===== src/rtl/dpb_pkg.sv =====
// ----------------------------------------------------------------------------
// dpb_pkg - shared types and constants
// Register codes, reset values and the per-beat side data that travels
// alongside the divider chain.
// ----------------------------------------------------------------------------
package dpb_pkg;

  // default parameter values
  localparam int COORD_BITS_DEF = 12;
  localparam int FRAC_BITS_DEF  = 16;

  // quotient bits resolved by the divider chain (one per cell)
  localparam int QUOT_BITS = 33;
  localparam int DEN_W     = 32;

  // configuration port
  localparam int CFG_IDX_W  = 3;
  localparam int CFG_DATA_W = 16;

  localparam logic [CFG_IDX_W-1:0] REG_CENTER_COL = 3'd0;
  localparam logic [CFG_IDX_W-1:0] REG_CENTER_ROW = 3'd1;
  localparam logic [CFG_IDX_W-1:0] REG_FOCAL_COL  = 3'd2;
  localparam logic [CFG_IDX_W-1:0] REG_FOCAL_ROW  = 3'd3;
  localparam logic [CFG_IDX_W-1:0] REG_DEPTH_SCALE = 3'd4;

  localparam logic [15:0] RST_CENTER_COL  = 16'd5120;
  localparam logic [15:0] RST_CENTER_ROW  = 16'd3840;
  localparam logic [15:0] RST_FOCAL_COL   = 16'd8400;
  localparam logic [15:0] RST_FOCAL_ROW   = 16'd8400;
  localparam logic [15:0] RST_DEPTH_SCALE = 16'd5000;

  // lane numbering inside the divider
  localparam int LANE_X = 0;
  localparam int LANE_Y = 1;
  localparam int LANE_Z = 2;

  // data that rides along with a beat but is not divided
  typedef struct packed {
    logic [7:0] blue;
    logic [7:0] green;
    logic [7:0] red;
    logic       neg_x;
    logic       neg_y;
    logic [2:0] ovf;
  } side_t;

  // one finished point
  typedef struct packed {
    logic [31:0] point_x;
    logic [31:0] point_y;
    logic [31:0] point_z;
    logic [7:0]  blue;
    logic [7:0]  green;
    logic [7:0]  red;
  } point_t;

endpackage


===== src/rtl/dpb_cell.sv =====
// ----------------------------------------------------------------------------
// dpb_cell - one restoring-division cell
// Resolves one quotient bit: shifts in a numerator bit, trial-subtracts the
// divisor and hands remainder, quotient and operands to the next cell.
// ----------------------------------------------------------------------------
module dpb_cell
  import dpb_pkg::*;
#(
  parameter int BIT = 0
) (
  input  logic                 clk,
  input  logic                 en,
  input  logic [DEN_W-1:0]     den_in,
  input  logic [QUOT_BITS-1:0] num_in,
  input  logic [DEN_W-1:0]     rem_in,
  input  logic [QUOT_BITS-1:0] quot_in,
  output logic [DEN_W-1:0]     den_out,
  output logic [QUOT_BITS-1:0] num_out,
  output logic [DEN_W-1:0]     rem_out,
  output logic [QUOT_BITS-1:0] quot_out
);

  logic [DEN_W:0]       trial;
  logic                 fits;
  logic [DEN_W-1:0]     rem_next;
  logic [QUOT_BITS-1:0] quot_next;

  // trial subtract
  always_comb begin
    trial     = {rem_in, num_in[BIT]};
    fits      = trial >= {1'b0, den_in};
    rem_next  = fits ? DEN_W'(trial - {1'b0, den_in}) : trial[DEN_W-1:0];
    quot_next = quot_in;
    quot_next[BIT] = fits;
  end

  // hand off to the neighbor
  always_ff @(posedge clk) begin
    if (en) begin
      den_out  <= den_in;
      num_out  <= num_in;
      rem_out  <= rem_next;
      quot_out <= quot_next;
    end
  end

endmodule


===== config.mk =====
export PLATFORM = sky130hd
export DESIGN_NAME = dpb_cell
export DESIGN_NICKNAME = d
export VERILOG_FILES = /design/src/rtl/dpb_pkg.sv /design/src/rtl/dpb_cell.sv
export SDC_FILE = /design/constraint.sdc
export NUM_CORES = 1
export LEC_CHECK = 0
export BUFFER_PORTS_ARGS = -buffer_cell sky130_fd_sc_hd__buf_2
export CAP_MARGIN = 15
export CORE_MARGIN = 2
export CORE_UTILIZATION = 44
export DETAILED_ROUTE_END_ITERATION = 8
export GPL_ROUTABILITY_DRIVEN = 0
export PLACE_DENSITY = 0.77
export SYNTH_ARGS = -nofsm -noshare
export SYNTH_HDL_FRONTEND = slang
export SYNTH_SLANG_ARGS = --single-unit

===== constraint.sdc =====
create_clock -name clk -period 2.8 [get_ports clk]
set_clock_uncertainty 0.2 [all_clocks]
set_input_delay 0.14 -clock clk [delete_from_list [all_inputs] [get_ports clk]]
set_output_delay 0.14 -clock clk [all_outputs]
set_load 0.005 [all_outputs]

* After elaboration in Yosys (flattened, before gate mapping)
Index checks and enable logic that the tools add are counted.
Cells by class: add/subtract/negate cells 1, multiply operators 0, divide/modulo/power cells 0, $lt $le $gt $ge 1, equality and inequality tests 0, shift-type cells 0, mux-type cells 1, bitwise operators 0, reductions and logical operators 0
Operators with widths (number):
- $ge A33 B32 Y1 | 1
- $mux W32 | 1
- $sub A32 B32 Y32 | 1
Storage, ports and cells: register bits 130, latch bits 0, memory bits (writable) 0, ROM bits 0, word-level logic and storage cells 7, memories kept 0

* Logic depth before layout (Yosys ltp)
depth after elaboration 2, gate-level depth with buffers 13

* Worst setup path before layout
Ideal clock, no wire load.
path kind input -> register, start point input port den_in[23], end point register rem_out[14], data pin, library setup time 260 ps, arrival 2248 ps, data required time 2340 ps, slack 92 ps, cell stages on the path 11, cells stage by stage inv_1 -> ha_1 -> buf_6 -> and3_1 -> o21a_1 -> a311oi_2 -> o21ai_1 -> or3b_1 -> o21a_1 -> buf_6 -> mux2_4
Between the ends: longest elaborated chain between the ends 2
RTL lines:
- from (decl) | line dpb_cell.sv:13 | input logic [DEN_W-1:0] den_in,
- $ge A33 B32 Y1 | line dpb_cell.sv:31 | fits = trial >= {1'b0, den_in};
- $mux W32 | line dpb_cell.sv:32 | rem_next = fits ? DEN_W'(trial - {1'b0, den_in}) : trial[DEN_W-1:0];
- via rem_next[14] | line dpb_cell.sv:25 | logic [DEN_W-1:0] rem_next;
- to (signal assigned) | line dpb_cell.sv:42 | rem_out <= rem_next;
- to (decl) | line dpb_cell.sv:19 | output logic [DEN_W-1:0] rem_out,
The timed path passes the listed nets, and every way through them passes these cells. A chain may end at the register's enable or synchronous reset.

* Final worst setup path
start point input port den_in[15], end point register rem_out[24], data pin
Between the ends: longest elaborated chain between the ends 2, elaborated cells on any way between the ends 3, classes of those cells add/sub: 1; order compare: 1; mux: 1
RTL lines (line):
- $sub A32 B32 Y32 / $ge A33 B32 Y1 (equally long branches) | dpb_cell.sv:32, dpb_cell.sv:31
- $mux W32 * | dpb_cell.sv:32
- via rem_next[24] | dpb_cell.sv:25
The timed path passes the listed nets; every way through them passes the cells marked *.

==> out/results.ini <==
[synth]
synth_edf_count = 130
postSynthCellCount = 489
synth_fa_ha_area_frac = 0.0675
synth_async_sr_flop_share = 0
syn_avg_cell_area_sq_um = 12.7
synth_seq_area_share = 0.627
yosys.area_share.simple = 0.0839
synthXorXnorAreaFrac = 0.0365
synth_top_cell_by_area = edfxtp_1
ys.flop_type = edfxtp_1
synth_top_area_frac = 0.627
synth_fp_nets = 654
synth.area.mux_share = 0.0225
synth_top_family_by_area = compound AO/OA/AOI/OAI gates
synth.distinct_cells = 49
syn_area_sq_um = 6230
synth_seq_cells = 130
synthTopCellsByArea = edfxtp_1, ha_1, a21oi_1
synth_compound_area_frac = 0.117
synth_warnings = 0

[layout]
fin_area_sq_um = 10300
nNetsFinal = 1118
layout_commonest_cell = buf_2
drive_gt1_frac = 0.410
n_antenna_cell = 0
nFillCells = 888
area_growth_pct = 65.1
final_util = 0.741
mostFrequentLayoutCells = buf_2, edfxtp_1, dlygate4sd3_1, buf_4, a21oi_1

[min_path]
worstHoldPathType = input pin to flop
min_to = rem_out[1]
min_from = den_in[1]
whs_path_depth = 3

[clock_tree]
htreeDepth = 4
clock-sinks = 130
clockRootBuffer = clkbuf_16
cts_buffer_depth = 2
numCtsBuffers = 17
cts_tree = yes
clkTransAtPathRegs_ns = 0.06

[setup_path]
cp_data_arrival_time_ns = 2.80
cp.required_ns = 2.77
start_kind = input pin
crit_fanout = 5
cp-end-kind = flop
path_class = input pin to flop

[global_routing]
grt_usage = 0.268
grtUsageMet3 = 0.0637
antenna_found_initial = 0
busiest_layer = met2
grt_pass1_wl_mm = 30.2
overflow = 0
grt_pass1_vias = 5840
use_met2 = 0.498
grt_max_degree = 61
use_met1 = 0.288

[power_and_ir_drop]
power.net_switching_mw = 1.63
power.internal_mw = 4.43
swShare = 0.269
clkPwrFrac = 0.374
power_leakage_nw = 4.64
p_comb_frac = 0.224
share_seq_of_total_power = 0.402
power.density_cell_area_nw_per_um2 = 589
irDropWorstVdd_v = 0.000397

[flow_run]
drv_cap = 0

[floorplan]
start_util = 0.449
pin_count = 262
chipWidth_um = 123
die-area_sq_um = 15100
die_h_um = 123
fp-row-count = 43
core_area_sq_um = 13900

[placed_design]
hpwl_mm = 13.0
postPlaceCellArea_sq_um = 8240
port_buffers = 260

[status]
status = finished, violations left
violations = setup timing

[sta]
fmax_ghz = 0.353
setup_viol = 2
timing.final.crit_share = 1.01
worst_slew_pin_slew_ns = 0.557
finalMaxSlewViolations = 0
hold_viol = 0
finalCriticalPeriod_ns = 2.83
layout_setup_ws_ns = -0.0309
relSlewSlack = 0.629

[drt]
drc = 0
num_vias = 5770
routedWlPerCell_um = 18.5
via_per_inst = 5.03
drtAntennaViolNets = 0
drt-pass1-iter-count = 5
drt_iter0_markers = 442
wl_mm = 21.2

-- area by class of cell --
type | count | area (sq um) | area share
Timing Repair Buffer | 462 | 3240 | 0.315
Clock inverter | 15 | 168 | 0.0163
Sequential cell | 130 | 3900 | 0.379
Multi-Input combinational cell | 296 | 2150 | 0.209
Tap cell | 180 | 225 | 0.0219
Inverter | 46 | 173 | 0.0168
Clock buffer | 17 | 425 | 0.0414
-- power by group through the flow --
stage	sequential (mW)	clock (mW)	combinational, mW
2_1_floorplan	2.50	0	0.496
3_5_place_dp	2.47	0	1.11
5_1_grt	2.45	2.37	1.46
3_3_place_gp	2.46	0	1.09
6_report	2.44	2.26	1.35
4_1_cts	2.43	2.26	1.27
-- cells by family (layout without fill, tap and decap cells) --
group,after synthesis,in the layout
flip-flops,130,130
AO/OA/AOI/OAI,120,120
AND/OR/NAND/NOR,107,107
buffers and inverters,63,540
adder cells (fa/ha/maj),33,33
XOR/XNOR,26,26
multiplexers,10,10
-- routing by layer --
metal | routed length (um) | part of all wire
met5 | 0 | 0
met3 | 1380 | 0.065
met4 | 687 | 0.032
met2 | 11200 | 0.53
met1 | 7880 | 0.37
-- how the worst max path moves through the flow --
stage                     startpoint     endpoint  cells after the start
after floorplan           den_in[23]  rem_out[14]                     11
after global placement     den_in[2]  rem_out[31]                     11
after detailed placement   den_in[2]  rem_out[31]                     11
after CTS                 den_in[27]   rem_out[7]                     12
after global routing      den_in[15]  rem_out[24]                     12
final                     den_in[15]  rem_out[24]                     12
-- through the flow --
| stage | std cells | hold WS, ns | TNS, ns | power (mW) | worst slack, ns |
|---|---|---|---|---|---|
| floorplan | 489 | 0.0389 | 0 | 3.00 | 0.0919 |
| global placement | 983 | 0.117 | -2.20 | 3.55 | -0.320 |
| detailed placement | 983 | 0.118 | -2.98 | 3.58 | -0.340 |
| CTS | 1144 | 0.0211 | 0 | 5.96 | 0.0227 |
| global route | 1146 | 0.0716 | -0.139 | 6.28 | -0.0732 |
| finish | 1146 | 0.0660 | -0.0405 | 6.06 | -0.0309 |
-- synth_stat cells (5+ instances only) --
cell / instances
edfxtp_1: 130
a21oi_1: 54
inv_1: 46
nor2_1: 37
ha_1: 32
nand2_1: 24
o21ai_0: 17
xnor2_1: 16
xor2_1: 10
a21o_1: 8
mux2_4: 8
nand3_1: 8
nand4_1: 8
nand2b_1: 7
o31ai_1: 7
clkbuf_1: 6
o21a_1: 6
buf_2: 5
buf_6: 5
o21bai_1: 5
-- worst max-delay path, cell delays in order --
cell and delay (ns):
dlygate4sd3_1 0.52, buf_2 0.12, inv_2 0.05, ha_4 0.26, buf_4 0.12, nand2_2 0.08
a2111oi_1 0.40, o31ai_1 0.23, a21oi_2 0.33, a21oi_1 0.11, nand4b_1 0.19, mux2_4 0.27
-- state kept, by name (all words and copies together), names as in the netlist --
register  cells
num_out      33
den_out      32
rem_out      32
quot_out     33
-- timing repair --
| item | CTS | global route |
|---|---|---|
| hold endpoints to repair | 133 | 1 |
| hold buffers | 129 | 1 |
| endpoints found under the setup margin | 0 | 22 |
| buffers inserted | 0 | 1 |
| resized for setup | 0 | 24 |
Note: power is estimated with default switching activity, not from simulation.
